## config.mk

```make
export PLATFORM = sky130hd
export DESIGN_NAME = key_value_multimap_table_flat
export DESIGN_NICKNAME = d
export VERILOG_FILES = /design/src/hdl/kvm_pkg.sv /design/src/hdl/kvm_if.sv /design/src/hdl/kvm_front.sv /design/src/hdl/kvm_cmd_fifo.sv /design/src/hdl/kvm_engine.sv /design/src/hdl/key_value_multimap_table.sv /design/src/flat_wrapper.sv
export SDC_FILE = /design/constraint.sdc
export NUM_CORES = 2
export LEC_CHECK = 0
export ABC_AREA = 0
export BUFFER_PORTS_ARGS = -buffer_cell sky130_fd_sc_hd__buf_2
export CORE_MARGIN = 4
export CORE_UTILIZATION = 30
export CTS_CLUSTER_DIAMETER = 50
export DETAILED_ROUTE_END_ITERATION = 10
export PLACE_DENSITY = 0.44
export REMOVE_ABC_BUFFERS = 1
export SYNTH_ARGS = -nofsm -noshare
export SYNTH_HDL_FRONTEND = slang
export SYNTH_SLANG_ARGS = --single-unit
```

## constraint.sdc

```tcl
create_clock -name clk -period 18.26 [get_ports clk]
set_input_delay 2.739 -clock clk [delete_from_list [all_inputs] [get_ports clk]]
set_output_delay 2.739 -clock clk [all_outputs]
set_load 0.05 [all_outputs]
```

## src/hdl/kvm_pkg.sv

```systemverilog
package kvm_pkg;

    // Fixed widths of the request and response fields
    localparam int FIELD_BITS = 32;
    localparam int COUNT_BITS = 6;

    // Command queue between front and engine
    localparam int FIFO_DEPTH = 2;
    localparam int FIFO_AW    = 1;
    localparam int FIFO_CW    = 2;

    typedef enum logic [1:0] {
        OP_INSERT = 2'd0,
        OP_FIND   = 2'd1,
        OP_REMOVE = 2'd2
    } op_t;

    typedef struct packed {
        op_t                   op;
        logic [FIELD_BITS-1:0] key;
        logic [FIELD_BITS-1:0] value;
    } cmd_t;

    typedef struct packed {
        logic                  status;
        logic                  found;
        logic [FIELD_BITS-1:0] match_value;
        logic [COUNT_BITS-1:0] removed_count;
        logic                  last;
    } rsp_t;

endpackage

```

## src/hdl/kvm_if.sv

```systemverilog
interface kvm_req_if;
    logic        valid;
    logic        ready;
    logic [1:0]  op;
    logic [31:0] key;
    logic [31:0] value;

    modport source (output valid, output op, output key, output value, input ready);
    modport sink   (input valid, input op, input key, input value, output ready);
endinterface

interface kvm_rsp_if;
    logic        valid;
    logic        ready;
    logic        status;
    logic        found;
    logic [31:0] match_value;
    logic [5:0]  removed_count;
    logic        last;

    modport source (output valid, output status, output found, output match_value,
                    output removed_count, output last, input ready);
    modport sink   (input valid, input status, input found, input match_value,
                    input removed_count, input last, output ready);
endinterface

```

## src/hdl/kvm_front.sv

```systemverilog
// Front end: takes requests, drops unused opcodes, stages commands for the queue
module kvm_front (
    input  logic            clk,
    input  logic            rst_n,
    kvm_req_if.sink         req,
    output logic            cmd_valid,
    input  logic            cmd_ready,
    output kvm_pkg::cmd_t   cmd
);

    logic          stage_valid_reg;
    logic          stage_valid_next;
    kvm_pkg::cmd_t stage_cmd_reg;
    kvm_pkg::cmd_t stage_cmd_next;
    logic          keep;
    kvm_pkg::op_t  op_dec;

    // Opcode decode; an unused code is accepted and discarded
    always_comb
    begin
        keep   = 1'b0;
        op_dec = kvm_pkg::OP_INSERT;
        unique case (req.op)
            kvm_pkg::OP_INSERT:
            begin
                keep   = 1'b1;
                op_dec = kvm_pkg::OP_INSERT;
            end
            kvm_pkg::OP_FIND:
            begin
                keep   = 1'b1;
                op_dec = kvm_pkg::OP_FIND;
            end
            kvm_pkg::OP_REMOVE:
            begin
                keep   = 1'b1;
                op_dec = kvm_pkg::OP_REMOVE;
            end
            default:
            begin
                keep = 1'b0;
            end
        endcase
    end

    assign req.ready = !stage_valid_reg || cmd_ready;
    assign cmd_valid = stage_valid_reg;
    assign cmd       = stage_cmd_reg;

    // Stage register
    always_comb
    begin
        stage_valid_next = stage_valid_reg;
        stage_cmd_next   = stage_cmd_reg;
        if (req.valid && req.ready)
        begin
            stage_valid_next     = keep;
            stage_cmd_next.op    = op_dec;
            stage_cmd_next.key   = req.key;
            stage_cmd_next.value = req.value;
        end
        else if (cmd_ready)
        begin
            stage_valid_next = 1'b0;
        end
    end

    always_ff @(posedge clk or negedge rst_n)
    begin
        if (!rst_n)
        begin
            stage_valid_reg <= 1'b0;
        end
        else
        begin
            stage_valid_reg <= stage_valid_next;
        end
    end

    always_ff @(posedge clk)
    begin
        stage_cmd_reg <= stage_cmd_next;
    end

endmodule

```

## src/hdl/kvm_cmd_fifo.sv

```systemverilog
// Short command queue between front end and engine
module kvm_cmd_fifo (
    input  logic            clk,
    input  logic            rst_n,
    input  logic            push_valid,
    output logic            push_ready,
    input  kvm_pkg::cmd_t   push_cmd,
    output logic            pop_valid,
    input  logic            pop_ready,
    output kvm_pkg::cmd_t   pop_cmd
);

    kvm_pkg::cmd_t                 slot_reg [kvm_pkg::FIFO_DEPTH];
    logic [kvm_pkg::FIFO_AW-1:0]   wr_ptr_reg;
    logic [kvm_pkg::FIFO_AW-1:0]   wr_ptr_next;
    logic [kvm_pkg::FIFO_AW-1:0]   rd_ptr_reg;
    logic [kvm_pkg::FIFO_AW-1:0]   rd_ptr_next;
    logic [kvm_pkg::FIFO_CW-1:0]   count_reg;
    logic [kvm_pkg::FIFO_CW-1:0]   count_next;
    logic                          do_push;
    logic                          do_pop;

    assign push_ready = count_reg != kvm_pkg::FIFO_CW'(kvm_pkg::FIFO_DEPTH);
    assign pop_valid  = count_reg != '0;
    assign pop_cmd    = slot_reg[rd_ptr_reg];
    assign do_push    = push_valid && push_ready;
    assign do_pop     = pop_valid && pop_ready;

    // Pointer and fill count update
    always_comb
    begin
        wr_ptr_next = wr_ptr_reg;
        rd_ptr_next = rd_ptr_reg;
        count_next  = count_reg;
        if (do_push)
        begin
            wr_ptr_next = wr_ptr_reg + 1'b1;
        end
        if (do_pop)
        begin
            rd_ptr_next = rd_ptr_reg + 1'b1;
        end
        if (do_push && !do_pop)
        begin
            count_next = count_reg + 1'b1;
        end
        else if (do_pop && !do_push)
        begin
            count_next = count_reg - 1'b1;
        end
    end

    always_ff @(posedge clk or negedge rst_n)
    begin
        if (!rst_n)
        begin
            wr_ptr_reg <= '0;
            rd_ptr_reg <= '0;
            count_reg  <= '0;
        end
        else
        begin
            wr_ptr_reg <= wr_ptr_next;
            rd_ptr_reg <= rd_ptr_next;
            count_reg  <= count_next;
        end
    end

    always_ff @(posedge clk)
    begin
        if (do_push)
        begin
            slot_reg[wr_ptr_reg] <= push_cmd;
        end
    end

endmodule

```

## src/hdl/kvm_engine.sv

```systemverilog
// Engine: holds the pair memory, runs insert, find scan and compacting remove
module kvm_engine #(
    parameter int DEPTH      = 32,
    parameter int KEY_BITS   = 32,
    parameter int VALUE_BITS = 32
) (
    input  logic            clk,
    input  logic            rst_n,
    input  logic            cmd_valid,
    output logic            cmd_ready,
    input  kvm_pkg::cmd_t   cmd,
    kvm_rsp_if.source       rsp
);

    localparam int FB = kvm_pkg::FIELD_BITS;
    localparam int NB = kvm_pkg::COUNT_BITS;
    localparam int KW = (KEY_BITS < FB) ? KEY_BITS : FB;
    localparam int VW = (VALUE_BITS < FB) ? VALUE_BITS : FB;
    localparam int AW = (DEPTH > 1) ? $clog2(DEPTH) : 1;
    localparam int CW = $clog2(DEPTH + 1);

    typedef enum logic [1:0] {
        ST_IDLE,
        ST_SCAN,
        ST_FINISH
    } state_t;

    // Pair memory, one write and one registered read port
    logic [KW-1:0] key_mem [DEPTH];
    logic [VW-1:0] val_mem [DEPTH];
    logic [KW-1:0] rd_key_reg;
    logic [VW-1:0] rd_val_reg;

    state_t          state_reg, state_next;
    kvm_pkg::op_t    op_reg, op_next;
    logic [KW-1:0]   key_reg, key_next;
    logic [CW-1:0]   count_reg, count_next;
    logic [CW-1:0]   scan_reg, scan_next;
    logic [CW-1:0]   kept_reg, kept_next;
    logic            data_valid_reg, data_valid_next;
    logic            pend_valid_reg, pend_valid_next;
    logic [VW-1:0]   pend_reg, pend_next;
    logic            out_valid_reg, out_valid_next;
    kvm_pkg::rsp_t   out_reg, out_next;

    logic            out_free;
    logic            match;
    logic            stall;
    logic            wr_en;
    logic [AW-1:0]   wr_addr;
    logic [KW-1:0]   wr_key;
    logic [VW-1:0]   wr_val;
    logic            rd_en;
    logic [AW-1:0]   rd_addr;
    logic [CW-1:0]   removed;
    logic [CW+NB-1:0] removed_ext;
    logic [VW+FB-1:0] pend_ext;
    logic [KW-1:0]   cmd_key;
    logic [VW-1:0]   cmd_val;

    assign out_free    = !out_valid_reg || rsp.ready;
    assign match       = rd_key_reg == key_reg;
    assign stall       = (op_reg == kvm_pkg::OP_FIND) && data_valid_reg && match
                         && pend_valid_reg && !out_free;
    assign removed     = count_reg - kept_reg;
    assign removed_ext = {{NB{1'b0}}, removed};
    assign pend_ext    = {{FB{1'b0}}, pend_reg};
    assign cmd_key     = cmd.key[KW-1:0];
    assign cmd_val     = cmd.value[VW-1:0];
    assign cmd_ready   = (state_reg == ST_IDLE) && out_free;

    assign rsp.valid         = out_valid_reg;
    assign rsp.status        = out_reg.status;
    assign rsp.found         = out_reg.found;
    assign rsp.match_value   = out_reg.match_value;
    assign rsp.removed_count = out_reg.removed_count;
    assign rsp.last          = out_reg.last;

    // Control, scan and result sequencing
    always_comb
    begin
        state_next      = state_reg;
        op_next         = op_reg;
        key_next        = key_reg;
        count_next      = count_reg;
        scan_next       = scan_reg;
        kept_next       = kept_reg;
        data_valid_next = data_valid_reg;
        pend_valid_next = pend_valid_reg;
        pend_next       = pend_reg;
        out_valid_next  = out_valid_reg && !rsp.ready;
        out_next        = out_reg;
        wr_en           = 1'b0;
        wr_addr         = count_reg[AW-1:0];
        wr_key          = cmd_key;
        wr_val          = cmd_val;
        rd_en           = 1'b0;
        rd_addr         = scan_reg[AW-1:0];

        unique case (state_reg)
            ST_IDLE:
            begin
                if (cmd_valid && out_free)
                begin
                    op_next         = cmd.op;
                    key_next        = cmd_key;
                    scan_next       = '0;
                    kept_next       = '0;
                    data_valid_next = 1'b0;
                    pend_valid_next = 1'b0;
                    unique case (cmd.op)
                        kvm_pkg::OP_INSERT:
                        begin
                            out_valid_next = 1'b1;
                            out_next       = '0;
                            out_next.last  = 1'b1;
                            if (count_reg >= CW'(DEPTH))
                            begin
                                out_next.status = 1'b1;
                            end
                            else
                            begin
                                wr_en      = 1'b1;
                                count_next = count_reg + 1'b1;
                            end
                        end
                        kvm_pkg::OP_FIND,
                        kvm_pkg::OP_REMOVE:
                        begin
                            state_next = ST_SCAN;
                        end
                        default:
                        begin
                            state_next = ST_IDLE;
                        end
                    endcase
                end
            end

            ST_SCAN:
            begin
                if (!stall)
                begin
                    // Issue the next read
                    if (scan_reg < count_reg)
                    begin
                        rd_en           = 1'b1;
                        scan_next       = scan_reg + 1'b1;
                        data_valid_next = 1'b1;
                    end
                    else
                    begin
                        data_valid_next = 1'b0;
                    end
                    // Consume the entry from the registered read
                    if (data_valid_reg)
                    begin
                        if (op_reg == kvm_pkg::OP_FIND)
                        begin
                            if (match)
                            begin
                                if (pend_valid_reg)
                                begin
                                    out_valid_next       = 1'b1;
                                    out_next             = '0;
                                    out_next.found       = 1'b1;
                                    out_next.match_value = pend_ext[FB-1:0];
                                end
                                pend_valid_next = 1'b1;
                                pend_next       = rd_val_reg;
                            end
                        end
                        else if (!match)
                        begin
                            // Compact survivors toward the front
                            wr_en     = 1'b1;
                            wr_addr   = kept_reg[AW-1:0];
                            wr_key    = rd_key_reg;
                            wr_val    = rd_val_reg;
                            kept_next = kept_reg + 1'b1;
                        end
                    end
                    if (scan_reg >= count_reg && !data_valid_reg)
                    begin
                        state_next = ST_FINISH;
                    end
                end
            end

            ST_FINISH:
            begin
                if (out_free)
                begin
                    out_valid_next = 1'b1;
                    out_next       = '0;
                    out_next.last  = 1'b1;
                    if (op_reg == kvm_pkg::OP_FIND)
                    begin
                        out_next.found       = pend_valid_reg;
                        out_next.match_value = pend_valid_reg ? pend_ext[FB-1:0] : '0;
                    end
                    else
                    begin
                        out_next.removed_count = removed_ext[NB-1:0];
                        count_next             = kept_reg;
                    end
                    pend_valid_next = 1'b0;
                    state_next      = ST_IDLE;
                end
            end

            default:
            begin
                state_next = ST_IDLE;
            end
        endcase
    end

    always_ff @(posedge clk or negedge rst_n)
    begin
        if (!rst_n)
        begin
            state_reg      <= ST_IDLE;
            op_reg         <= kvm_pkg::OP_INSERT;
            key_reg        <= '0;
            count_reg      <= '0;
            scan_reg       <= '0;
            kept_reg       <= '0;
            data_valid_reg <= 1'b0;
            pend_valid_reg <= 1'b0;
            pend_reg       <= '0;
            out_valid_reg  <= 1'b0;
            out_reg        <= '0;
        end
        else
        begin
            state_reg      <= state_next;
            op_reg         <= op_next;
            key_reg        <= key_next;
            count_reg      <= count_next;
            scan_reg       <= scan_next;
            kept_reg       <= kept_next;
            data_valid_reg <= data_valid_next;
            pend_valid_reg <= pend_valid_next;
            pend_reg       <= pend_next;
            out_valid_reg  <= out_valid_next;
            out_reg        <= out_next;
        end
    end

    // Pair memory; compaction writes always trail the read address
    always_ff @(posedge clk)
    begin
        if (wr_en)
        begin
            key_mem[wr_addr] <= wr_key;
            val_mem[wr_addr] <= wr_val;
        end
        if (rd_en)
        begin
            rd_key_reg <= key_mem[rd_addr];
            rd_val_reg <= val_mem[rd_addr];
        end
    end

endmodule

```

## src/hdl/key_value_multimap_table.sv

```systemverilog
// Unsorted key/value multimap of up to DEPTH pairs kept in insertion order, duplicate
// keys allowed. Insert appends a pair and answers with status high when the table is
// full. Find reads every stored pair through the single memory read port and returns
// one response per matching value, in insertion order, with last on the final one, or
// one response with found low when nothing matches. Remove reads every pair, writes the
// survivors back toward the front in order and answers with the number deleted. Once
// the engine takes a find or remove it stays busy until the scan is done; the scan
// reads the memory one entry per cycle unless a pending find match waits on a held
// response, and back-pressure on the response side holds the engine further. The
// front stage and the queue register each request ahead of the engine.
// Requests with opcode 3 are taken and produce no response. A two-entry command queue
// lets requests be taken while the engine still works or a response waits.
module key_value_multimap_table #(
    parameter int DEPTH      = 32,
    parameter int KEY_BITS   = 32,
    parameter int VALUE_BITS = 32
) (
    input  logic        clk,
    input  logic        rst_n,
    kvm_req_if.sink     req,
    kvm_rsp_if.source   rsp
);

    logic          front_valid;
    logic          front_ready;
    kvm_pkg::cmd_t front_cmd;
    logic          queue_valid;
    logic          queue_ready;
    kvm_pkg::cmd_t queue_cmd;

    kvm_front u_front (
        .clk       (clk),
        .rst_n     (rst_n),
        .req       (req),
        .cmd_valid (front_valid),
        .cmd_ready (front_ready),
        .cmd       (front_cmd)
    );

    kvm_cmd_fifo u_fifo (
        .clk        (clk),
        .rst_n      (rst_n),
        .push_valid (front_valid),
        .push_ready (front_ready),
        .push_cmd   (front_cmd),
        .pop_valid  (queue_valid),
        .pop_ready  (queue_ready),
        .pop_cmd    (queue_cmd)
    );

    kvm_engine #(
        .DEPTH      (DEPTH),
        .KEY_BITS   (KEY_BITS),
        .VALUE_BITS (VALUE_BITS)
    ) u_engine (
        .clk       (clk),
        .rst_n     (rst_n),
        .cmd_valid (queue_valid),
        .cmd_ready (queue_ready),
        .cmd       (queue_cmd),
        .rsp       (rsp)
    );

endmodule
```

## src/flat_wrapper.sv

```systemverilog
// flat-port wrapper written by rule: the top's interface ports become plain ports
module key_value_multimap_table_flat 
#(
    parameter int DEPTH      = 32,
    parameter int KEY_BITS   = 32,
    parameter int VALUE_BITS = 32
)
  (clk, rst_n, req_valid, req_op, req_key, req_value, req_ready, rsp_valid, rsp_status, rsp_found, rsp_match_value, rsp_removed_count, rsp_last, rsp_ready);
  kvm_req_if req_i ();
  kvm_rsp_if rsp_i ();
  input  logic clk;
  input  logic rst_n;
  input wire logic [$bits(req_i.valid)-1:0] req_valid;
  input wire logic [$bits(req_i.op)-1:0] req_op;
  input wire logic [$bits(req_i.key)-1:0] req_key;
  input wire logic [$bits(req_i.value)-1:0] req_value;
  output wire logic [$bits(req_i.ready)-1:0] req_ready;
  output wire logic [$bits(rsp_i.valid)-1:0] rsp_valid;
  output wire logic [$bits(rsp_i.status)-1:0] rsp_status;
  output wire logic [$bits(rsp_i.found)-1:0] rsp_found;
  output wire logic [$bits(rsp_i.match_value)-1:0] rsp_match_value;
  output wire logic [$bits(rsp_i.removed_count)-1:0] rsp_removed_count;
  output wire logic [$bits(rsp_i.last)-1:0] rsp_last;
  input wire logic [$bits(rsp_i.ready)-1:0] rsp_ready;
  assign req_i.valid = req_valid;
  assign req_i.op = req_op;
  assign req_i.key = req_key;
  assign req_i.value = req_value;
  assign req_ready = req_i.ready;
  assign rsp_valid = rsp_i.valid;
  assign rsp_status = rsp_i.status;
  assign rsp_found = rsp_i.found;
  assign rsp_match_value = rsp_i.match_value;
  assign rsp_removed_count = rsp_i.removed_count;
  assign rsp_last = rsp_i.last;
  assign rsp_i.ready = rsp_ready;
  key_value_multimap_table #(.DEPTH(DEPTH), .KEY_BITS(KEY_BITS), .VALUE_BITS(VALUE_BITS)) u_core (.clk(clk), .rst_n(rst_n), .req(req_i), .rsp(rsp_i));
endmodule
```

### Yosys cells after proc, flatten, opt, wreduce, memory -nomap -nowiden

Memory sizes are Yosys's and may differ from the RTL's. A register that Yosys moved wholly into a read port is not among the register bits.
Index checks and enable logic that the tools add are counted.

* register bits after elaboration: 201
* RAM bits: 2180
* input port bits: 70
* output and inout bits: 43
* memories: 3

Memories
* u_core.u_engine.key_mem: depth 32, width 32, rd ports 1, clocked after Yosys merged registers in 1, write ports 1, RTL line kvm_engine.sv:29 `logic [KW-1:0] key_mem [DEPTH];`
* u_core.u_engine.val_mem: depth 32, width 32, rd ports 1, clocked after Yosys merged registers in 1, write ports 1, RTL line kvm_engine.sv:30 `logic [VW-1:0] val_mem [DEPTH];`
* u_core.u_fifo.slot_reg: depth 2, width 66, rd ports 1, clocked after Yosys merged registers in 0, write ports 1, RTL line kvm_cmd_fifo.sv:13 `kvm_pkg::cmd_t slot_reg [kvm_pkg::FIFO_DEPTH];`

* add/sub/neg operators: 8
* magnitude comparators: 3
* eq/ne operators: 24
* multiplexer cells: 88
* bitwise gates (word level): 1
* reductions and logical operators: 42

Operators by type and width (number)
* 2-to-1 mux 32 bit: 11
* 2-to-1 mux 41 bit: 8
* case mux 41 bit (3 select lines): 1
* 2-to-1 mux 6 bit: 13
* case mux 6 bit (2 select lines): 3
* 2-to-1 mux 1 bit: 33
* 2-to-1 mux 33 bit: 1
* equality test 32 bit: 1
* != test 2 bit (second input constant): 14
* 2-to-1 mux 5 bit: 5
* adder 6 x 1 -> 6 bit (second input constant): 3
* logical AND 1 bit: 13
* 2-to-1 mux 2 bit: 6
* AND reduction 6 bit: 2
* AND reduction 5 bit: 2
* nonzero test 2 bit: 5
* AND reduction 9 bit: 1
* equality test 2 x 1 -> 1 bit (second input constant): 4
* case mux 2 bit (2 select lines): 2
* zero test 1 bit: 7
* AND reduction 7 bit: 1
* equality test 2 bit (second input constant): 3
* >= comparator 6 bit: 1
* >= comparator 6 bit (second input constant): 1
* other kinds (18): 25

### Logic depth before layout (Yosys ltp)

* word-level depth: 9
* gate-level depth with buffers: 11
* mapped depth without buffers: 8

### Cells and area by module

From an unflattened synthesis, not the netlist that was laid out.

* cells, all modules: 3932
* area total of the unflattened synthesis: 93798.7 um2

Modules (own cells, without submodules)
* kvm_engine: instances 1, cells each 3636, area each 86673.1 um2, seq. area each 66673.9 um2
* kvm_cmd_fifo: instances 1, cells each 223, area each 5069.9 um2, seq. area each 4063.9 um2
* kvm_front: instances 1, cells each 73, area each 2055.7 um2, seq. area each 2006.9 um2

### Least setup slack after synthesis

Ideal clock, no wire load.

* path kind: register to register
* from: reg u_core.u_engine.rd_key_reg[18], read port of u_core.u_engine.key_mem
* to: mem u_core.u_engine.key_mem[12][0] (netlist bit) (enable)
* data arrival time: 7.811 ns
* data required time: 17.599 ns
* slack: 9.788 ns
* stages on the path, launching flop included: 7
* buffers on the path: 1
* cells stage by stage: edfxtp_1 xor2_1 nor4_1 nand4_1 o21ai_0 clkbuf_1 o41ai_1

* longest elaborated chain between the ends: 8
* elaborated cells between the ends (all ways): 16
* those cells by class: eq/ne: 1; mux: 12; reduce/logical: 3

RTL lines
* from (decl): RTL line kvm_engine.sv:31 `logic [KW-1:0] rd_key_reg;`
* equality test 32 bit (*): RTL line kvm_engine.sv:62 `assign match = rd_key_reg == key_reg;`
* 2-to-1 mux 1 bit / logical AND 1 bit (equally long branches): RTL line kvm_engine.sv:173, kvm_engine.sv:63
* 2-to-1 mux 1 bit / logical AND 1 bit (equally long branches): RTL line kvm_engine.sv:158, kvm_engine.sv:64
* 2-to-1 mux 1 bit / logical AND 1 bit (equally long branches): RTL line kvm_engine.sv:156, kvm_engine.sv:64
* 2-to-1 mux 1 bit: RTL line kvm_engine.sv:142 `if (!stall)`
* case mux 1 bit (2 select lines): RTL line kvm_engine.sv:100 `unique case (state_reg)`
* 2-to-1 mux 1 bit: RTL line kvm_engine.sv:254 `if (wr_en)`
* 2-to-1 mux 1 bit (not written as such): RTL line kvm_engine.sv:256 `key_mem[wr_addr] <= wr_key;`
* to (decl): RTL line kvm_engine.sv:29

Mark *: on every way between the ends. The rest lies on a longest branch, timed or not.

### Worst setup path in the final report

* from: reg u_core.u_engine.rd_key_reg[18], read port of u_core.u_engine.key_mem
* to: mem u_core.u_engine.val_mem[20][9] (netlist bit) (enable)

* longest elaborated chain between the ends: 8
* elaborated cells between the ends (all ways): 16
* those cells by class: eq/ne: 1; mux: 12; reduce/logical: 3

RTL lines
* equality test 32 bit (*): RTL line kvm_engine.sv:62
* 2-to-1 mux 1 bit / logical AND 1 bit (equally long branches): RTL line kvm_engine.sv:173, kvm_engine.sv:63
* 2-to-1 mux 1 bit / logical AND 1 bit (equally long branches): RTL line kvm_engine.sv:158, kvm_engine.sv:64
* 2-to-1 mux 1 bit / logical AND 1 bit (equally long branches): RTL line kvm_engine.sv:156, kvm_engine.sv:64
* 2-to-1 mux 1 bit: RTL line kvm_engine.sv:142
* case mux 1 bit (2 select lines): RTL line kvm_engine.sv:100
* 2-to-1 mux 1 bit: RTL line kvm_engine.sv:254
* 2-to-1 mux 1 bit (not written as such): RTL line kvm_engine.sv:257 `val_mem[wr_addr] <= wr_val;`
* to (decl): RTL line kvm_engine.sv:30

Marks and branches as above.

==> impl_results.md <==
* Top cells by area, synth: edfxtp_1 74%, mux4_2 15%, dfrtp_1 3.6%
* Post-synthesis xor/xnor area fraction at 0.4033%
* Antenna viol nets, final at 0
* Hold_ws at 0.4444 ns
* Core ar. at 309400 um2
* Post-synthesis mux area share at 17.37%
* Vias/cell at 4.940
* Via Count at 43.46k
* R2R Path Start: u_core.u_engine.rd_key_reg[18]$_DFFE_PP_
* Tot GR Track Use at 15.90%
* Final Non-Filler Cells at 8798
* Final Hold Fails at 0
* Max-slew headroom at 11.04%
* Max clock buf depth at 4
* Crit path max fanout at 50
* Crit share post-route at 33.56%
* Ys flop type: edfxtp_1
* Adder-cell share of the synthesized area at 0.3162%
* First-pass GRT wire length at 364.1 mm
* Met1 usage at 22.41%
* Commonest cells in the netlist: 2310 x edfxtp_1, 640 x mux4_2, 135 x dfrtp_1, 123 x clkbuf_1, 97 x mux2_2
* P&R area growth vs syn at 18.46%
* Hold_buf cts at 0
* Synthesis-stage register bit count at 2445
* Leakage at 0.03464 uW
* Yosys top cell area share at 74.28%
* Crit Path Class: reg -> reg
* Skew final at 0.06386 ns
* Inst Count DP at 8209
* Synth unique cells at 54
* Post-CTS Setup Bufs at 0
* Final WL at 259.4 mm
* PnR worst setup slack at 12.13 ns
* CTS tree: yes
* Worst VDD drop at 98.59 uV
* Die H at 565.9 um
* Largest family of logic cells by synthesized area: multiplexers
* Largest net degree at the start of global routing at 147
* Post_cts resized at 0
* R2R Setup Slk at 12.13 ns
* Number of synthesized flops with an enable pin at 2310
* Slew Limit Fails at 0
* Post-synthesis sequential area ratio at 77.90%
* DR pass1 iterations at 5
* Met3 Use GR at 2.525%
* DRC violation count after routing at 0
* TritonCTS Buffers at 316
* Synth area leader: edfxtp_1
* Mapped Cells at 4043
* Syn Area/Cell at 23.10 um2
* Number of global-route vias before repair at 45.53k
* Setup-failing EPs final at 0
* Clock Pin Slew Worst Setup and Hold Paths at 0.06 ns
* Rows at 204
* H-tree levels at 5
* GRT busiest layer: met2
* Setup crit start: u_core.u_engine.rd_key_reg[18]$_DFFE_PP_
* Post-detail-place hpwl at 142.2 mm
* R2r worst-path depth at 9
* Pre-CTS setup slack at 11.87 ns
* Simple-Gate Fraction of Synth Area at 1.265%
* CP Launch Type: register
* Worst EP required at 18.74 ns
* # port buffers at 112
* Die Area at 320300 um2
* Tightest Pin Transition at 1.334 ns
* RSZ-0062 raised after global routing: no
* Initial DRC Count at 4137
* Hold depth at 0
* Met2 usage at 25.90%
* Compound-Gate Fraction of Synth Area at 1.661%
* PD cells at 155.9 nW/um2
* Crit end category: register
* FF-to-FF End: u_core.u_engine.val_mem[20][9]$_DFFE_PP_
* Starting Density at 30.19%
* Final nets at 4501
* Root buf cell: clkbuf_16
* CP arrival at 6.61 ns
* Post-layout minimum cycle time at 6.128 ns
* Grt total ovfl at 0
* Clock latency on the worst-skew pair at 0.90 ns
* CP endpoint: u_core.u_engine.val_mem[20][9]$_DFFE_PP_
* Initial antenna violation count at 17
* Status: complete, no violations
* Die Span X at 565.9 um
* Maximum clock rate at 0.1632 GHz
* Count leader, synth: edfxtp_1
* IO Pins at 113
* Total power at 17240 uW
* Clk sinks at 2445
* RD Place Congestion at 0.7385
* Max-Cap Viols at 0
* HP Class: reg -> reg
* Routed WL per cell at 29.49 um
* Share of layout cells above drive strength 1 at 34.00%
* Synth Warn # at 0
* Synthesized cell area at 93380 um2
* FFs w/ async S/R, synth at 5.521%
==> routing by layer <==
layer	vias to the layer above	routed length (um)	share of wire [%]
li1	17960	-	-
met1	24000	115600	45
met2	1176	125300	48
met3	327	12590	4.9
met4	0	5967	2.3
met5	-	0	0
==> worst min path at each step <==
stage	start	endpoint
detailed placement	u_core.u_front.cmd[19]$_DFFE_PP_	u_core.u_fifo.slot_reg[0][19]$_DFFE_PP_
global route	u_core.u_front.cmd[56]$_DFFE_PP_	u_core.u_fifo.slot_reg[0][56]$_DFFE_PP_
finish	u_core.u_front.cmd[61]$_DFFE_PP_	u_core.u_fifo.slot_reg[1][61]$_DFFE_PP_
CTS	u_core.u_front.cmd[22]$_DFFE_PP_	u_core.u_fifo.slot_reg[1][22]$_DFFE_PP_
floorplan	u_core.u_front.cmd[0]$_DFFE_PP_	u_core.u_fifo.slot_reg[0][0]$_DFFE_PP_
global placement	u_core.u_front.cmd[45]$_DFFE_PP_	u_core.u_fifo.slot_reg[0][45]$_DFFE_PP_
==> final cells by class <==
cell class                 instances  area [um2]
timing repair buffer             266        1805
inverter                          20       75.07
fill                           28460      198700
sequential                      2445       72770
antenna                            7       17.52
multi-input combinational       1359       20360
tap                             4120        5155
clock inverter                   181        2003
clock buffer                     400        8436
==> power breakdown <==
group / internal, uW / leakage, uW / switching [uW]
sequential: 7250 / 0.0227 / 204
combinational: 1250 / 0.00697 / 2410
clock: 3650 / 0.00502 / 2490
==> cells in the final DEF, fill, tap and decap left out, types with 23 or more instances in the layout <==
cell type and count:
edfxtp_1 2310, mux4_2 640, clkbuf_16 318, buf_4 147, dfrtp_1 129, buf_2 111, mux2_2 97, nor2_1 88
mux2i_1 65, clkbuf_1 65, nand2_1 58, o21ai_0 49, a21oi_1 44, nand3_1 44, clkinv_2 40, xor2_1 35
a32o_1 33, o31ai_4 28, clkinvlp_4 27, clkinv_1 26, clkinv_4 23
==> critical path: stages (launching register included) <==
cell and delay, ns:
edfxtp_1 0.43, xor2_1 0.18, nor4_1 0.68, nand4_1 0.86, o21ai_4 0.95, buf_4 0.83
nand3_1 0.26, o31ai_4 0.13, buf_4 0.57, buf_4 0.72
==> logic make-up after synthesis <==
kind of cell	after synthesis
simple gates	252
compound gates	234
fa+ha+maj	23
buf+inv	239
mux	807
xor+xnor	43
flops	2445
==> metrics by stage <==
step / TNS (ns) / util (%) / cell area (um2)
6_report: 0 / 35.76 / 110600
5_1_grt: 0 / 35.75 / 110600
4_1_cts: 0 / 35.74 / 110600
3_5_place_dp: 0 / 32.37 / 100100
3_3_place_gp: 0 / 32.37 / 100100
2_1_floorplan: -8586.44 / - / 92450
(Power assumes the default switching activity.)
